$ cat config.mk
export PLATFORM = sky130hd
export DESIGN_NAME = flash_unary_minute_counter_flat
export DESIGN_NICKNAME = d
export VERILOG_FILES = /design/src/rtl/fuc_pkg.sv /design/src/rtl/fuc_if.sv /design/src/rtl/fuc_datapath.sv /design/src/rtl/fuc_ctrl.sv /design/src/rtl/flash_unary_minute_counter.sv /design/src/flat_wrapper.sv
export SDC_FILE = /design/constraint.sdc
export NUM_CORES = 1
export LEC_CHECK = 0
export BUFFER_PORTS_ARGS = -buffer_cell sky130_fd_sc_hd__clkbuf_2
export CAP_MARGIN = 20
export CORE_UTILIZATION = 59
export DETAILED_ROUTE_END_ITERATION = 7
export GPL_TIMING_DRIVEN = 0
export PLACE_DENSITY = 0.91
export SETUP_SLACK_MARGIN = 0.3
export SLEW_MARGIN = 20
export SYNTH_ARGS = -nofsm -noshare
export SYNTH_HDL_FRONTEND = slang
export SYNTH_SLANG_ARGS = --single-unit
$ cat constraint.sdc
create_clock -name clk -period 5 [get_ports clk]
set_input_delay 0.75 -clock clk [delete_from_list [all_inputs] [get_ports clk]]
set_output_delay 0.75 -clock clk [all_outputs]
set_load 0.03 [all_outputs]
$ cat src/rtl/fuc_pkg.sv
// shared constants and controller/datapath command type for the minute counter
`default_nettype none

package fuc_pkg;

	localparam int STORE_BYTES = 128;
	localparam int IDX_W = $clog2(STORE_BYTES);
	localparam int POS_W = 7;

	localparam logic [31:0] PERIOD_RESET = 32'd60000;
	localparam logic [7:0] BYTE_ERASED = 8'hFF;
	localparam logic [7:0] BYTE_FIRST = 8'hFE;
	localparam logic [IDX_W-1:0] IDX_LAST = IDX_W'(STORE_BYTES - 1);

	typedef struct packed {
		logic load;   // capture the request's time sample
		logic eval;   // compare against the due time
		logic commit; // update counter state and load the result register
	} cmd_t;

endpackage

`default_nettype wire

$ cat src/rtl/fuc_if.sv
// valid/ready channel interfaces for time samples and results
`default_nettype none

interface fuc_in_if;
	logic valid;
	logic ready;
	logic [31:0] now_ms;

	modport source (output valid, output now_ms, input ready);
	modport sink (input valid, input now_ms, output ready);
endinterface

interface fuc_out_if;
	logic valid;
	logic ready;
	logic minute_counted;
	logic [31:0] minute_total;
	logic [fuc_pkg::POS_W-1:0] minute_byte_position;
	logic [fuc_pkg::POS_W-1:0] page_byte_position;
	logic store_full_event;

	modport source (output valid, output minute_counted, output minute_total,
		output minute_byte_position, output page_byte_position,
		output store_full_event, input ready);
	modport sink (input valid, input minute_counted, input minute_total,
		input minute_byte_position, input page_byte_position,
		input store_full_event, output ready);
endinterface

`default_nettype wire

$ cat src/rtl/fuc_datapath.sv
// tick compare, minute total and the two unary stores with the result register
`default_nettype none

module fuc_datapath (
	input  wire logic                       clk,
	input  wire logic                       arst_n,
	input  wire fuc_pkg::cmd_t              cmd,
	input  wire logic                       cfg_wr_en,
	input  wire logic [31:0]                cfg_wr_data,
	input  wire logic [31:0]                now_ms,
	output logic                            minute_counted,
	output logic [31:0]                     minute_total,
	output logic [fuc_pkg::POS_W-1:0]       minute_byte_position,
	output logic [fuc_pkg::POS_W-1:0]       page_byte_position,
	output logic                            store_full_event
);

	logic [31:0] period_q;
	logic [31:0] now_q;
	logic        due_q;
	logic [31:0] last_tick_q;
	logic [31:0] total_q;
	// only the active byte of each store is kept: bytes behind it are zero,
	// bytes ahead of it are erased
	logic [fuc_pkg::IDX_W-1:0] midx_q;
	logic [fuc_pkg::IDX_W-1:0] pidx_q;
	logic [7:0] mbyte_q;
	logic [7:0] pbyte_q;

	logic [31:0] total_d;
	logic [fuc_pkg::IDX_W-1:0] midx_d;
	logic [fuc_pkg::IDX_W-1:0] pidx_d;
	logic [7:0] mbyte_d;
	logic [7:0] pbyte_d;
	logic full_d;

	always_comb begin
		total_d = total_q;
		midx_d = midx_q;
		pidx_d = pidx_q;
		mbyte_d = mbyte_q;
		pbyte_d = pbyte_q;
		full_d = 1'b0;
		if (due_q) begin
			total_d = total_q + 32'd1;
			if (mbyte_q != 8'h00) begin
				mbyte_d = {mbyte_q[6:0], 1'b0};
			end else if (midx_q != fuc_pkg::IDX_LAST) begin
				midx_d = midx_q + fuc_pkg::IDX_W'(1);
				mbyte_d = fuc_pkg::BYTE_FIRST;
			end else begin
				// minute store exhausted: count a page, then erase minutes
				midx_d = '0;
				mbyte_d = fuc_pkg::BYTE_ERASED;
				if (pbyte_q != 8'h00) begin
					pbyte_d = {pbyte_q[6:0], 1'b0};
				end else if (pidx_q != fuc_pkg::IDX_LAST) begin
					pidx_d = pidx_q + fuc_pkg::IDX_W'(1);
					pbyte_d = fuc_pkg::BYTE_FIRST;
				end else begin
					pidx_d = '0;
					pbyte_d = fuc_pkg::BYTE_ERASED;
					full_d = 1'b1;
				end
			end
		end
	end

	always_ff @(posedge clk or negedge arst_n) begin
		if (!arst_n) begin
			period_q <= fuc_pkg::PERIOD_RESET;
			last_tick_q <= '0;
			total_q <= '0;
			midx_q <= '0;
			pidx_q <= '0;
			mbyte_q <= fuc_pkg::BYTE_ERASED;
			pbyte_q <= fuc_pkg::BYTE_ERASED;
		end else begin
			if (cfg_wr_en) begin
				period_q <= cfg_wr_data;
			end
			if (cmd.commit) begin
				if (due_q) begin
					last_tick_q <= now_q;
				end
				total_q <= total_d;
				midx_q <= midx_d;
				pidx_q <= pidx_d;
				mbyte_q <= mbyte_d;
				pbyte_q <= pbyte_d;
			end
		end
	end

	always_ff @(posedge clk) begin
		if (cmd.load) begin
			now_q <= now_ms;
		end
		if (cmd.eval) begin
			// due time wraps modulo 2^32 before the compare
			due_q <= (last_tick_q + period_q) <= now_q;
		end
		if (cmd.commit) begin
			minute_counted <= due_q;
			minute_total <= total_d;
			minute_byte_position <= fuc_pkg::POS_W'(midx_d);
			page_byte_position <= fuc_pkg::POS_W'(pidx_d);
			store_full_event <= full_d;
		end
	end

	a_midx_range: assert property (@(posedge clk) disable iff (!arst_n)
		midx_q <= fuc_pkg::IDX_LAST)
		else $error("minute index beyond store");

	a_erase_on_full: assert property (@(posedge clk) disable iff (!arst_n)
		cmd.commit && full_d |=> midx_q == '0 && pidx_q == '0)
		else $error("stores not erased on full event");

	a_total_step: assert property (@(posedge clk) disable iff (!arst_n)
		cmd.commit && due_q |=> total_q == $past(total_q) + 32'd1)
		else $error("minute total did not advance");

endmodule

`default_nettype wire

$ cat src/rtl/fuc_ctrl.sv
// request sequencing and result valid for the minute counter
`default_nettype none

module fuc_ctrl (
	input  wire logic    clk,
	input  wire logic    arst_n,
	input  wire logic    in_valid,
	output logic         in_ready,
	output logic         out_valid,
	input  wire logic    out_ready,
	output fuc_pkg::cmd_t cmd
);

	localparam logic [1:0] ST_IDLE = 2'd0;
	localparam logic [1:0] ST_EVAL = 2'd1;
	localparam logic [1:0] ST_COMMIT = 2'd2;

	logic [1:0] state_q;
	logic [1:0] state_d;
	logic out_valid_q;
	logic slot_free;

	assign slot_free = !out_valid_q || out_ready;
	assign in_ready = (state_q == ST_IDLE);
	assign out_valid = out_valid_q;

	always_comb begin
		cmd.load = in_valid && in_ready;
		cmd.eval = (state_q == ST_EVAL);
		cmd.commit = (state_q == ST_COMMIT) && slot_free;
		state_d = state_q;
		unique case (state_q)
			ST_IDLE: begin
				if (cmd.load) state_d = ST_EVAL;
			end
			ST_EVAL: begin
				state_d = ST_COMMIT;
			end
			ST_COMMIT: begin
				// hold until the result register can take the new result
				if (slot_free) state_d = ST_IDLE;
			end
			default: begin
				state_d = ST_IDLE;
			end
		endcase
	end

	always_ff @(posedge clk or negedge arst_n) begin
		if (!arst_n) begin
			state_q <= ST_IDLE;
			out_valid_q <= 1'b0;
		end else begin
			state_q <= state_d;
			if (cmd.commit) begin
				out_valid_q <= 1'b1;
			end else if (out_ready) begin
				out_valid_q <= 1'b0;
			end
		end
	end

	a_accept_to_eval: assert property (@(posedge clk) disable iff (!arst_n)
		in_valid && in_ready |=> state_q == ST_EVAL)
		else $error("accepted request did not start evaluation");

	a_eval_to_commit: assert property (@(posedge clk) disable iff (!arst_n)
		state_q == ST_EVAL |=> state_q == ST_COMMIT)
		else $error("evaluation did not reach commit");

	a_commit_valid: assert property (@(posedge clk) disable iff (!arst_n)
		cmd.commit |=> out_valid_q && state_q == ST_IDLE)
		else $error("commit did not present a result");

endmodule

`default_nettype wire

$ cat src/rtl/flash_unary_minute_counter.sv
// top level of the unary minute counter: controller plus datapath
// flow: a request passes EVAL, then COMMIT, which makes its result valid
// intake: a new request is taken only after the previous one has committed; it
//   is accepted while the previous result still waits in the output register
// the commit step stalls only when the output register is still occupied
// reset: async, active low; period 60000, time and total zero, both stores erased
`default_nettype none

module flash_unary_minute_counter (
	input  wire logic        clk,
	input  wire logic        arst_n,
	input  wire logic        cfg_wr_en,
	input  wire logic [31:0] cfg_wr_data,
	fuc_in_if.sink           sample,
	fuc_out_if.source        result
);

	fuc_pkg::cmd_t cmd;

	fuc_ctrl u_ctrl (
		.clk       (clk),
		.arst_n    (arst_n),
		.in_valid  (sample.valid),
		.in_ready  (sample.ready),
		.out_valid (result.valid),
		.out_ready (result.ready),
		.cmd       (cmd)
	);

	fuc_datapath u_datapath (
		.clk                  (clk),
		.arst_n               (arst_n),
		.cmd                  (cmd),
		.cfg_wr_en            (cfg_wr_en),
		.cfg_wr_data          (cfg_wr_data),
		.now_ms               (sample.now_ms),
		.minute_counted       (result.minute_counted),
		.minute_total         (result.minute_total),
		.minute_byte_position (result.minute_byte_position),
		.page_byte_position   (result.page_byte_position),
		.store_full_event     (result.store_full_event)
	);

endmodule

`default_nettype wire

$ cat src/flat_wrapper.sv
// flat-port wrapper written by rule: the top's interface ports become plain ports
module flash_unary_minute_counter_flat 
  (clk, arst_n, cfg_wr_en, cfg_wr_data, sample_valid, sample_now_ms, sample_ready, result_valid, result_minute_counted, result_minute_total, result_minute_byte_position, result_page_byte_position, result_store_full_event, result_ready);
  fuc_in_if sample_i ();
  fuc_out_if result_i ();
  input  wire logic clk;
  input  wire logic arst_n;
  input  wire logic cfg_wr_en;
  input  wire logic [31:0] cfg_wr_data;
  input wire logic [$bits(sample_i.valid)-1:0] sample_valid;
  input wire logic [$bits(sample_i.now_ms)-1:0] sample_now_ms;
  output wire logic [$bits(sample_i.ready)-1:0] sample_ready;
  output wire logic [$bits(result_i.valid)-1:0] result_valid;
  output wire logic [$bits(result_i.minute_counted)-1:0] result_minute_counted;
  output wire logic [$bits(result_i.minute_total)-1:0] result_minute_total;
  output wire logic [$bits(result_i.minute_byte_position)-1:0] result_minute_byte_position;
  output wire logic [$bits(result_i.page_byte_position)-1:0] result_page_byte_position;
  output wire logic [$bits(result_i.store_full_event)-1:0] result_store_full_event;
  input wire logic [$bits(result_i.ready)-1:0] result_ready;
  assign sample_i.valid = sample_valid;
  assign sample_i.now_ms = sample_now_ms;
  assign sample_ready = sample_i.ready;
  assign result_valid = result_i.valid;
  assign result_minute_counted = result_i.minute_counted;
  assign result_minute_total = result_i.minute_total;
  assign result_minute_byte_position = result_i.minute_byte_position;
  assign result_page_byte_position = result_i.page_byte_position;
  assign result_store_full_event = result_i.store_full_event;
  assign result_i.ready = result_ready;
  flash_unary_minute_counter u_core (.clk(clk), .arst_n(arst_n), .cfg_wr_en(cfg_wr_en), .cfg_wr_data(cfg_wr_data), .sample(sample_i), .result(result_i));
endmodule
==> Word-level counts from Yosys, hierarchy flattened <==
Cells that the tools add are included.
{ "word_totals": {"ff_bits": 210, "input_bits": 69, "output_inout_bits": 50, "wordCells": 61} }
{ "classes": {"n_addsub": 4, "magnitude_cmp": 1, "n_eq_ne": 6, "mux": 19, "bitwise_logic": 3, "n_reduce_logical": 12} }
{ "ops": {"columns": ["op", "count"], "rows": [
  ["7-bit two-way mux", 8],
  ["32-bit by 1-bit adder with 32-bit output (second input constant)", 1],
  ["32-bit adder", 1],
  ["32-bit less-or-equal comparator", 1],
  ["32-bit two-way mux", 1],
  ["8-bit two-way mux", 2],
  ["8-bit nonzero test", 2],
  ["7-bit by 1-bit adder with 7-bit output (second input constant)", 2],
  ["7-bit inequality test (second input constant)", 2],
  ["2-bit one-hot mux with 3 select lines", 1],
  ["1-bit two-way mux", 5],
  ["2-bit two-way mux", 2],
  ["2-bit AND reduction", 2],
  ["4-bit AND reduction", 1],
  ["4-bit OR reduction", 1],
  ["1-bit inverter", 3],
  ["2-bit by 1-bit == test with 1-bit output (second input constant)", 1],
  ["2-bit == test (second input constant)", 1],
  ["1-bit logical AND", 2],
  ["2-bit zero test", 1],
  ["2-bit by 1-bit inequality test with 1-bit output (second input constant)", 1],
  ["2-bit inequality test (second input constant)", 1],
  ["2-bit nonzero test", 1],
  ["1-bit zero test", 1],
  ["1-bit logical OR", 1]
]} }

==> Longest topological paths before layout <==
Gate-level depths: netlist of run 1.
{ "logic_depth": {"depth_word": 6, "ltp_mapped": 18, "ltp_nobuf": 18} }

==> Modules after synthesis <==
A second synthesis of run 1 with hierarchy kept.
{ "hier_totals": {"hier_cells": 999, "hier_area_um2": 10898.0} }
{ "modules_own_cells": {"columns": ["module", "instances", "cells_each", "area_each_um2", "seq_area_each_um2"], "rows": [
  ["fuc_datapath", 1, 987, 10765.3, 5614.1],
  ["fuc_ctrl", 1, 12, 132.6, 75.1]
]} }

==> Worst setup path after synthesis of run 1 <==
Ideal clock, no wire load.
{ "synth_path": {"path_kind": "register to register", "from": "register u_core.u_datapath.period_q[0]", "to": "register u_core.u_datapath.due_q, data pin", "setup_ps": 259, "t_arrival_ps": 3982, "setup_slack_ps": 759, "path_stages_with_launch": 19, "n_path_buf": 0, "synth_period_minus_slack_ps": 4241, "path_cell_list": "dfrtp_1 > ha_1 > inv_1 > fa_1 > nor2b_1 > o2111ai_1 > a211oi_1 > o21ai_0 > o41ai_1 > a31oi_1 > xnor2_1 > ha_1 > nand3_1 > nor4_1 > nor3b_1 > nand2_1 > a211o_1 > nand3_1 > o31ai_1"} }
{ "synth_via": {"elab_chain_len": 2} }
{ "synth_lines": {"columns": ["element", "line", "text"], "rows": [
  ["start, declared", "fuc_datapath.sv:18", "logic [31:0] period_q;"],
  ["start signal, assigned", "fuc_datapath.sv:71", "period_q <= fuc_pkg::PERIOD_RESET;"],
  ["start signal, assigned", "fuc_datapath.sv:80", "period_q <= cfg_wr_data;"],
  ["32-bit adder", "fuc_datapath.sv:101", "due_q <= (last_tick_q + period_q) <= now_q;"],
  ["32-bit less-or-equal comparator", "fuc_datapath.sv:101", null],
  ["end signal, assigned", "fuc_datapath.sv:101", null],
  ["end, declared", "fuc_datapath.sv:20", "logic due_q;"]
]} }
No other way between the ends.
A chain may end at the register's enable or synchronous reset.

==> Worst setup path after layout of run 1 <==
{ "layout_path": {"from": "register u_core.u_datapath.period_q[2]", "to": "register u_core.u_datapath.due_q, data pin"} }
Same word-level chain as after synthesis.

==> results.md, run 1 <==
Clock tree:
- TritonCTS built the clock tree.
- The clock sink count is 210.
- The total number of H-tree levels is 1.
- After clock tree synthesis, the clock-pin slew on the worst setup and hold paths is ~0.06 ns.
- Clock tree synthesis inserted a total of 22 buffers.
- Clock latency on the worst-skew pair, taken at its later pin, is 0.51 ns.
- The number of buffers inserted by hold repair at cts is 0.
- The root buffer cell is sky130_fd_sc_hd__clkbuf_16.
- No sink is reached through more buffers than the 3 on the longest clock path.

Synth:
- During synthesis, Yosys emitted a total of 0 warnings.
- In the synthesized netlist the dominant register cell turns out to be sky130_fd_sc_hd__dfrtp_1.
- The per-instance average area after synthesis is about 11 um2.
- The number of nets produced by synthesis is about 1100.
- The number of synthesized register bits is 210.
- The count of flip-flops with a built-in enable after synthesis is 81.
- After synthesis the cells add up to approximately 11000 um2.
- The fraction of the yosys area taken by sequential cells is a little over half.
- The number of distinct library cells after synthesis is 61.
- After synthesis, the share of flip-flops with an asynchronous set or reset is roughly 61%.
- Synthesis produced a netlist whose cell count is between 900 and 1000.

Timing:
- For the pin with the worst max-slew slack, the measured transition is around 0.67 ns.
- The top achievable clock speed is around 0.22 GHz.
- Clock skew on the completed layout was measured at 0.00926 ns.
- Counting I/O delays and the setup requirement, the final critical path takes around 4.6 ns.
- The final critical-path share of the clock period is about nine tenths.
- Setup repair after global routing left no endpoint under its margin.
- After routing, the total negative slack on setup checks comes to 0 ns.
- The count of pins over their slew limit is 0.
- The number of failing hold endpoints at the final stage came to 0.
- Setup violations remaining at the end of the flow were counted as 0.
- The tightest slew margin relative to the limit is between 50% and 60%.

Drt:
- The detailed-routing iteration count for the pre-antenna-repair pass is 5.
- The violation count after the first detailed-routing iteration is just over 500.
- The DRC violation count after routing is 0.
- For this block, the routed nets add up to about 24000 um of wire.
- Dividing the detail-routed via count by the number of cells gives between 5 and 6.
- The final antenna-violating net count is 0.
- Dividing the detail-routed wire length by the instance count gives around 17 um.
- The via total after detailed routing is 7906.

Final layout:
- From synthesis to final layout, the design area changed by 16.3%.
- The count of filler cells inserted in the layout is 1176.
- For this run, the post-layout net count is 1268.
- Summing all multi-input logic gate instances after layout gives 4780 um2.
- Across the whole layout, storage elements account for ~5700 um2.
- The diode insertion count for antenna repair is 0.
- The fraction of final layout cells with drive strength greater than 1 is between 20% and 30%.

Pwr:
- The power per standard cell area is around 530 nW/um2.
- The total net switching power is roughly 2.4 mW.
- Sequential cells burn between 30% and 40% of the power.
- The cell internal power dissipation is 4.19 mW.
- The peak supply drop is approximately 0.38 mV.
- Of the total power, the clock network draws about a quarter.
- The static leakage is between 5 and 6 nW.
- The switching share of power is 36.7%.
- The share of total power dissipated in combinational logic is 40.2%.
- After layout, the design draws a total of around 6.6 mW.

Placement:
- The final weighted congestion in routability-driven placement is a little under 0.9.
- After legalization and detailed placement, the total HPWL measured between 15000 and 20000 um.
- The number of buffer cells added on primary ports is roughly 120.

Job:
- Max-cap violations in this run came to 0.

Worst setup path:
- The worst endpoint data arrival time is between 4 and 5 ns.
- The slowest stage of the critical path is the sky130_fd_sc_hd__a2111o_1 cell.
- The element type at the critical path start is a flip-flop.
- The setup path with the least slack is of type reg -> reg.
- STA classifies the critical path endpoint as a flip-flop.
- For this run, the slowest stage of the critical path takes roughly 0.47 ns.
- Walking the worst path, the cells encountered are ha_1 > and3_1 > a2111o_1 > o211ai_1 > nor2b_1 > or3_1 > o211ai_1 > xnor2_1 > ha_1 > nand3_1 > nor4_4 > nor3b_4 > nand2_1 > a211o_1 > nand3_1 > o31ai_1.
- The critical-path maximum fanout is 4.
- The endpoint required time on the critical path is 5.25 ns.

Floorplan:
- The starting utilization of the core area is approximately 61%.
- The floorplan step defined a die boundary enclosing approximately 19000 um2.
- Pin placement for this block handled 119 I/O pins.
- After floorplanning, the core was divided into 48 placement rows.
- The die span in x is 137 um.
- The floorplan step defined a core boundary enclosing approximately 17000 um2.
- The die is ~140 um tall.

GRT:
- The pin count of the biggest net entering global routing is 67.
- The aggregate global routing overflow is 0.
- The number of antenna violations at the first check in global routing is 0.
- The combined global-route utilization of all metal layers is 26.5%.
- The first-pass GRT wire length is a little under 40000 um.
- The number of global-route vias before repair is ~8000.

Worst hold path:
- The path category of the worst min-delay check is in -> async.

Status:
- The flow ran to the end, and the final reports show no timing, DRC or antenna violations.
-- metal layers --
| metal | up-vias | routed length, um | track usage (%) |
|---|---|---|---|
| met5 | - | 0 | 0 |
| met4 | 0 | 767 | 8.33 |
| met3 | 67 | 1470 | 3.96 |
| met2 | 331 | 11700 | 46.8 |
| met1 | 3745 | 9630 | 33.5 |
| li1 | 3763 | - | - |
-- Yosys cell counts (all sizes together) (3+ instances only) --
library cell	n	area, um2
o22a	7	61.3
o21a	5	37.5
o211ai	3	22.5
o21ai	68	340
nor3	10	50.1
a21o	20	150
mux2	34	383
nor2b	5	31.3
and3	10	62.6
edfxtp	81	2430
inv	42	158
o31ai	3	22.5
or2	4	25.0
nand2	115	434
buf	6	25.0
o21bai	3	22.5
xor2	46	403
dfstp	23	604
nor2	79	297
a31oi	8	50.1
and2	10	62.6
clkbuf	26	97.6
nand2b	8	50.1
dfrtp	106	2650
nor4	4	40.0
a21oi	49	245
ha	66	826
nand4	14	93.8
or4	3	26.3
xnor2	62	551
nand3	35	180
-- area by class of cell --
| type | instances | area share (%) |
|---|---|---|
| tap | 225 | 2.26 |
| timing repair buffer | 124 | 5.56 |
| inverter | 42 | 1.27 |
| multi-input combinational | 700 | 38.4 |
| sequential | 210 | 45.7 |
| clock buffer | 32 | 4.97 |
| buffer | 32 | 1.01 |
| clock inverter | 8 | 0.844 |
-- sequential cells by signal, indices dropped and copies added, names as in the netlist --
signal,count
u_core.u_datapath.midx_q,7
u_core.u_datapath.period_q,32
u_core.u_datapath.mbyte_q,8
u_core.u_datapath.minute_byte_position,7
u_core.u_datapath.due_q,1
u_core.u_datapath.store_full_event,1
u_core.u_datapath.page_byte_position,7
u_core.u_datapath.minute_counted,1
u_core.u_datapath.now_q,32
u_core.u_ctrl.state_q,2
u_core.u_datapath.minute_total,32
u_core.u_datapath.total_q,32
u_core.u_ctrl.out_valid,1
u_core.u_datapath.pbyte_q,8
u_core.u_datapath.pidx_q,7
u_core.u_datapath.last_tick_q,32
-- logic make-up (layout without fill, tap and decap cells) --
group                      count (synthesis)  in the layout  synth area share [%]
DFF                                      210            210                  53.2
AOI/OAI and AO/OA                        187            187                  10.6
muxes                                     34             34                  3.58
buffers and inverters                     74            238                  2.62
xor gates and xnor gates                 108            108                  8.91
and+or+nand+nor                          304            304                  13.2
adders and majority gates                 67             67                  7.90
-- through the flow --
stage                     util, %  area, um2  hold slack [ns]  setup slack, ns  cells
after floorplan                 -      10700            0.444            0.759    984
after global placement       66.2      11600            0.454           -0.499   1326
after detailed placement     66.6      11600            0.457           -0.452   1329
after CTS                    71.0      12400            0.231            0.321   1371
after global routing         71.2      12400            0.262            0.258   1373
final                        71.2      12400            0.216            0.429   1373
-- cells in the final DEF, fill, tap and decap left out, drive strengths merged, types with 4 or more instances in the layout --
cell type / n
and2: 10
and3: 10
xor2: 46
a21o: 20
nor2: 79
nand3: 35
dfstp: 23
o22a: 7
o21ai: 68
inv: 42
a31oi: 8
nor4: 4
nand4: 14
ha: 66
clkinv: 5
mux2: 34
nor2b: 5
dfrtp: 106
or2: 4
nand2: 115
xnor2: 62
nand2b: 8
clkbuf: 175
buf: 13
o21a: 5
edfxtp: 81
nor3: 10
a21oi: 49
-- power by group through the flow --
stage               clock network, mW  registers [mW]  logic (mW)
global placement                    0            2.35        2.41
CTS                              1.65            2.34        2.60
floorplan                           0            2.40        1.81
global route                     1.71            2.37        2.99
finish                           1.62            2.34        2.66
detailed placement                  0            2.36        2.53
-- repair_timing --
action	CTS	global route
pin swaps	1	1
buffers inserted	2	2
cloned	0	0
gates resized for setup	5	6
endpoints found under the setup margin	1	1
-- path summary, 6_finish.rpt --
kind	startpoint	end	slack, ns	cells past startpoint
worst max-delay path	u_core.u_datapath.period_q[2]$_DFFE_PN0P_	u_core.u_datapath.due_q$_DFFE_PN_	0.43	16
worst min-delay path	arst_n	u_core.u_datapath.total_q[25]$_DFFE_PN0P_	0.22	1
worst max register to register	u_core.u_datapath.period_q[2]$_DFFE_PN0P_	u_core.u_datapath.due_q$_DFFE_PN_	0.43	16
worst min register to register	u_core.u_datapath.mbyte_q[3]$_DFFE_PN1P_	u_core.u_datapath.mbyte_q[3]$_DFFE_PN1P_	0.47	2
max in group asynchronous	arst_n	u_core.u_datapath.period_q[15]$_DFFE_PN1P_	4.03	2
min in group clk	sample_now_ms[15]	u_core.u_datapath.now_q[15]$_DFFE_PP_	0.41	1
-- worst max-delay path, delay by kind of cell (launching register included) --
| kind | cells | cell delay, ns |
|---|---|---|
| adder cells (fa/ha/maj) | 2 | 0.66 |
| AO/OA/AOI/OAI | 5 | 1.31 |
| XOR/XNOR | 1 | 0.14 |
| flip-flops | 1 | 0.42 |
| AND/OR/NAND/NOR | 8 | 1.77 |
No activity file was read; power rests on OpenSTA's default activity.
==> inputs of run 2 (changes only) <==
--- a/config.mk
+++ b/config.mk
@@ -7,10 +7,11 @@
 export LEC_CHECK = 0
 export BUFFER_PORTS_ARGS = -buffer_cell sky130_fd_sc_hd__clkbuf_2
 export CAP_MARGIN = 20
-export CORE_UTILIZATION = 59
+export CORE_UTILIZATION = 61
+export CTS_BUF_LIST = sky130_fd_sc_hd__clkbuf_8
 export DETAILED_ROUTE_END_ITERATION = 7
 export GPL_TIMING_DRIVEN = 0
-export PLACE_DENSITY = 0.91
+export PLACE_DENSITY = 0.92
 export SETUP_SLACK_MARGIN = 0.3
 export SLEW_MARGIN = 20
 export SYNTH_ARGS = -nofsm -noshare
==> run 2 against run 1 <==
  * Total power is 0.22% lower
  * Utilization rose by 1.2 points
  * Combinational power is 2% higher
  * Count of clock-buffer cells in the layout up 9
  * Sequential cell count did not move
  * Wire length rose by 1.0%
  * Clock skew rose by 0.018 ns
  * Critical path type unchanged
==> results.md, run 2 (synthesis results as in run 1) <==
Floorplan:
- The count of boundary I/O pins is 119 (unchanged).
- The number of placement rows was 48 (unchanged).
- The area of the placeable core was 17200 um2 (-1.4%).
- The die outline area is 18100 um2 (-3.2%).
- The die extent in y was 134 um (-1.6%).
- The starting utilization of the core area is 62.1% (+0.85 points).
- The die span in x is 134 um (-1.6%).

Worst hold path:
- The path category of the worst min-delay check is in -> async.

Worst setup path:
- The critical-path maximum fanout is 4 (unchanged).
- The slowest cell on the critical path is sky130_fd_sc_hd__a2111o_1.
- The worst endpoint data arrival time is 4.85 ns (+0.03 ns).
- The cell family contributing the most delay on the critical path is simple AND/OR/NAND/NOR gates.
- The critical path goes through ha_1 > and3_1 > a2111o_1 > o211ai_1 > nor2b_2 > o31ai_1 > o22ai_1 > xnor2_1 > ha_1 > nand3_1 > nor4_4 > nor3b_4 > nand2_1 > a211o_1 > nand3_1 > o31ai_1.
- The longest individual stage delay on the worst path is 0.49 ns (+0.02 ns).
- The worst setup path is captured at a flip-flop.
- STA classifies the critical path startpoint as a flip-flop.
- The classification of the worst setup path is reg -> reg.
- The buffering stage count on the worst path with inverters included is 0 (unchanged).
- The endpoint required time on the critical path is 5.26 ns (about the same).

Placement:
- The final weighted congestion in routability-driven placement is 0.863 (-1.7%).
- The total cell area at the placement stage was 11600 um2 (unchanged).
- The detailed placer's ending HPWL is 16600 um (-0.21%).
- The number of cells after detailed placement is 1329 (unchanged).
- The number of buffer cells added on primary ports came to 117 (unchanged).

Drt:
- The final antenna-violating net count is 0 (unchanged).
- The detailed-routing iteration count for the pre-antenna-repair pass was 5 (unchanged).
- The violation count after the first detailed-routing iteration came to 533 (+5.8%).
- The via total after detailed routing came to 8057 (+1.9%).
- The post-detailed-route via-to-cell ratio is 5.76 (about the same).
- The routed wirelength normalized by instance count is 17.0 um (-0.91%).
- The DRC violation count after routing was 0 (unchanged).
- The wire length reported by the detailed router is 23800 um (+1.0%).

Timing:
- The number of failing hold endpoints at the final stage was 0 (unchanged).
- The transition at the pin with the smallest max-transition slack was 0.726 ns (+0.0516 ns).
- The shortest period the worst path allows was 4.59 ns (+0.0155 ns).
- The top achievable clock speed was 0.218 GHz (-0.34%).
- The number of setup violations in the final report came to 0 (unchanged).
- The total negative setup slack is 0 ns (unchanged).
- The final critical-path share of the clock period is 91.7% (+0.31 points).
- The count of pins over their slew limit came to 0 (unchanged).
- The tightest slew margin relative to the limit is 50.4% (-4.7 points).
- The post-route clock skew is 0.0275 ns (+0.0182 ns).
- Setup repair after global routing left no endpoint under its margin.

Clock tree:
- The tree is rooted in a sky130_fd_sc_hd__clkbuf_8.
- The clock transition at the register clock pins on the worst setup and hold paths after CTS is 0.07 ns (about the same).
- The TritonCTS buffer count is 35 (+59%).
- The clock insertion delay at the later pin of the skew report is 0.53 ns (+0.02 ns).
- TritonCTS built the clock tree.
- The clock sink count is 210 (unchanged).
- The maximum buffer depth of the clock tree is 3 (unchanged).
- The total number of H-tree levels came to 2 (+1).

Pwr:
- The post-layout total power is 6.61 mW (-0.22%).
- The peak supply drop was 0.360 mV (-4.9%).
- The power per standard cell area came to 529 nW/um2 (-0.55%).
- The static leakage is 5.37 nW (+1.5%).

GRT:
- The combined global-route utilization of all metal layers is 27.3% (+0.80 points).
- The aggregate global routing overflow is 0 (unchanged).
- The number of antenna violations at the first check in global routing came to 0 (unchanged).
- The number of global-route vias before repair was 8182 (+3.7%).
- The first-pass GRT wire length is 38900 um (+0.19%).
- The pin count of the biggest net entering global routing is 83 (+24%).

Final layout:
- Relative to the synthesized area, the layout overhead comes to 16.7%.
- The number of nets in the final layout was 1284 (+1.3%).
- The final non-filler cell area was 12500 um2 (+0.33%).
- The diode insertion count for antenna repair came to 0 (unchanged).
- The fraction of final layout cells with drive strength greater than 1 is 22.1% (+1.7 points).
- The top cell types in the final layout, fill and taps aside, are 117 x sky130_fd_sc_hd__clkbuf_2, 114 x sky130_fd_sc_hd__nand2_1, 106 x sky130_fd_sc_hd__dfrtp_1, 81 x sky130_fd_sc_hd__edfxtp_1, 79 x sky130_fd_sc_hd__nor2_1.
- The count of non-filler cells in the finished layout came to 1400 (+2.0%).
- The leading cell type in the layout, fill and taps excluded is sky130_fd_sc_hd__clkbuf_2.
- The final standard cell utilization of the core is 72.4% (+1.2 points).

Status:
- The flow ran to the end, and the final reports show no timing, DRC or antenna violations.

Job:
- The count of maximum capacitance violations came to 0 (unchanged).
[run 2: cell types whose count changed in the layout (fill, tap and decap cells not counted), moves of 2 or more]
cell / previous run / this run
sky130_fd_sc_hd__buf_4: 4 / 7
sky130_fd_sc_hd__clkbuf_1: 32 / 25
sky130_fd_sc_hd__clkbuf_16: 22 / 0
sky130_fd_sc_hd__clkbuf_8: 4 / 42
sky130_fd_sc_hd__clkinv_2: 1 / 5
sky130_fd_sc_hd__inv_1: 42 / 53
sky130_fd_sc_hd__inv_6: 0 / 2
[run 2: layout make-up]
class                      instances  area, um2
fill                            1181       4750
tap                              225        282
buffer                            32        125
sequential                       210       5690
inverter                          42        158
timing repair buffer             127        714
multi-input combinational        700       4790
clock inverter                    23        163
clock buffer                      41        564
[run 2: path summary, 6_finish.rpt]
check,from,to,slack [ns],depth (start not counted)
max reg2reg,u_core.u_datapath.period_q[2]$_DFFE_PN0P_,u_core.u_datapath.due_q$_DFFE_PN_,0.41,16
max,u_core.u_datapath.period_q[2]$_DFFE_PN0P_,u_core.u_datapath.due_q$_DFFE_PN_,0.41,16
max in group asynchronous,arst_n,u_core.u_datapath.period_q[15]$_DFFE_PN1P_,4.04,2
min reg2reg,u_core.u_datapath.mbyte_q[3]$_DFFE_PN1P_,u_core.u_datapath.mbyte_q[3]$_DFFE_PN1P_,0.48,2
min,arst_n,u_core.u_datapath.total_q[15]$_DFFE_PN0P_,0.17,1
min in group clk,sample_now_ms[26],u_core.u_datapath.now_q[26]$_DFFE_PP_,0.40,1
[run 2: report_power, final]
part / leakage, nW / internal (mW) / switching, mW
registers: 2.19 / 2.15 / 0.180
clock network: 0.412 / 0.861 / 0.707
logic: 2.77 / 1.09 / 1.62
[run 2: per-stage QoR]
stage / worst slack (ns) / hold WS (ns)
2_1_floorplan: 0.759 / 0.444
3_3_place_gp: -0.545 / 0.454
3_5_place_dp: -0.533 / 0.472
4_1_cts: 0.326 / 0.160
5_1_grt: 0.260 / 0.178
6_report: 0.414 / 0.168
[run 2: timing repair]
item                       4_1_cts  5_1_grt
setup endpoints to repair        1        1
pin swaps                        1        3
setup buffers                    2        5
gates resized for setup          6        8
gates cloned                     0        0
hold buffers                     0        0
[run 2: layer usage]
| layer | routed length, um | GRT usage [%] |
|---|---|---|
| met1 | 9840 | 33.5 |
| met2 | 11800 | 46.9 |
| met3 | 1330 | 5.18 |
| met4 | 904 | 12.6 |
| met5 | 0 | 0 |
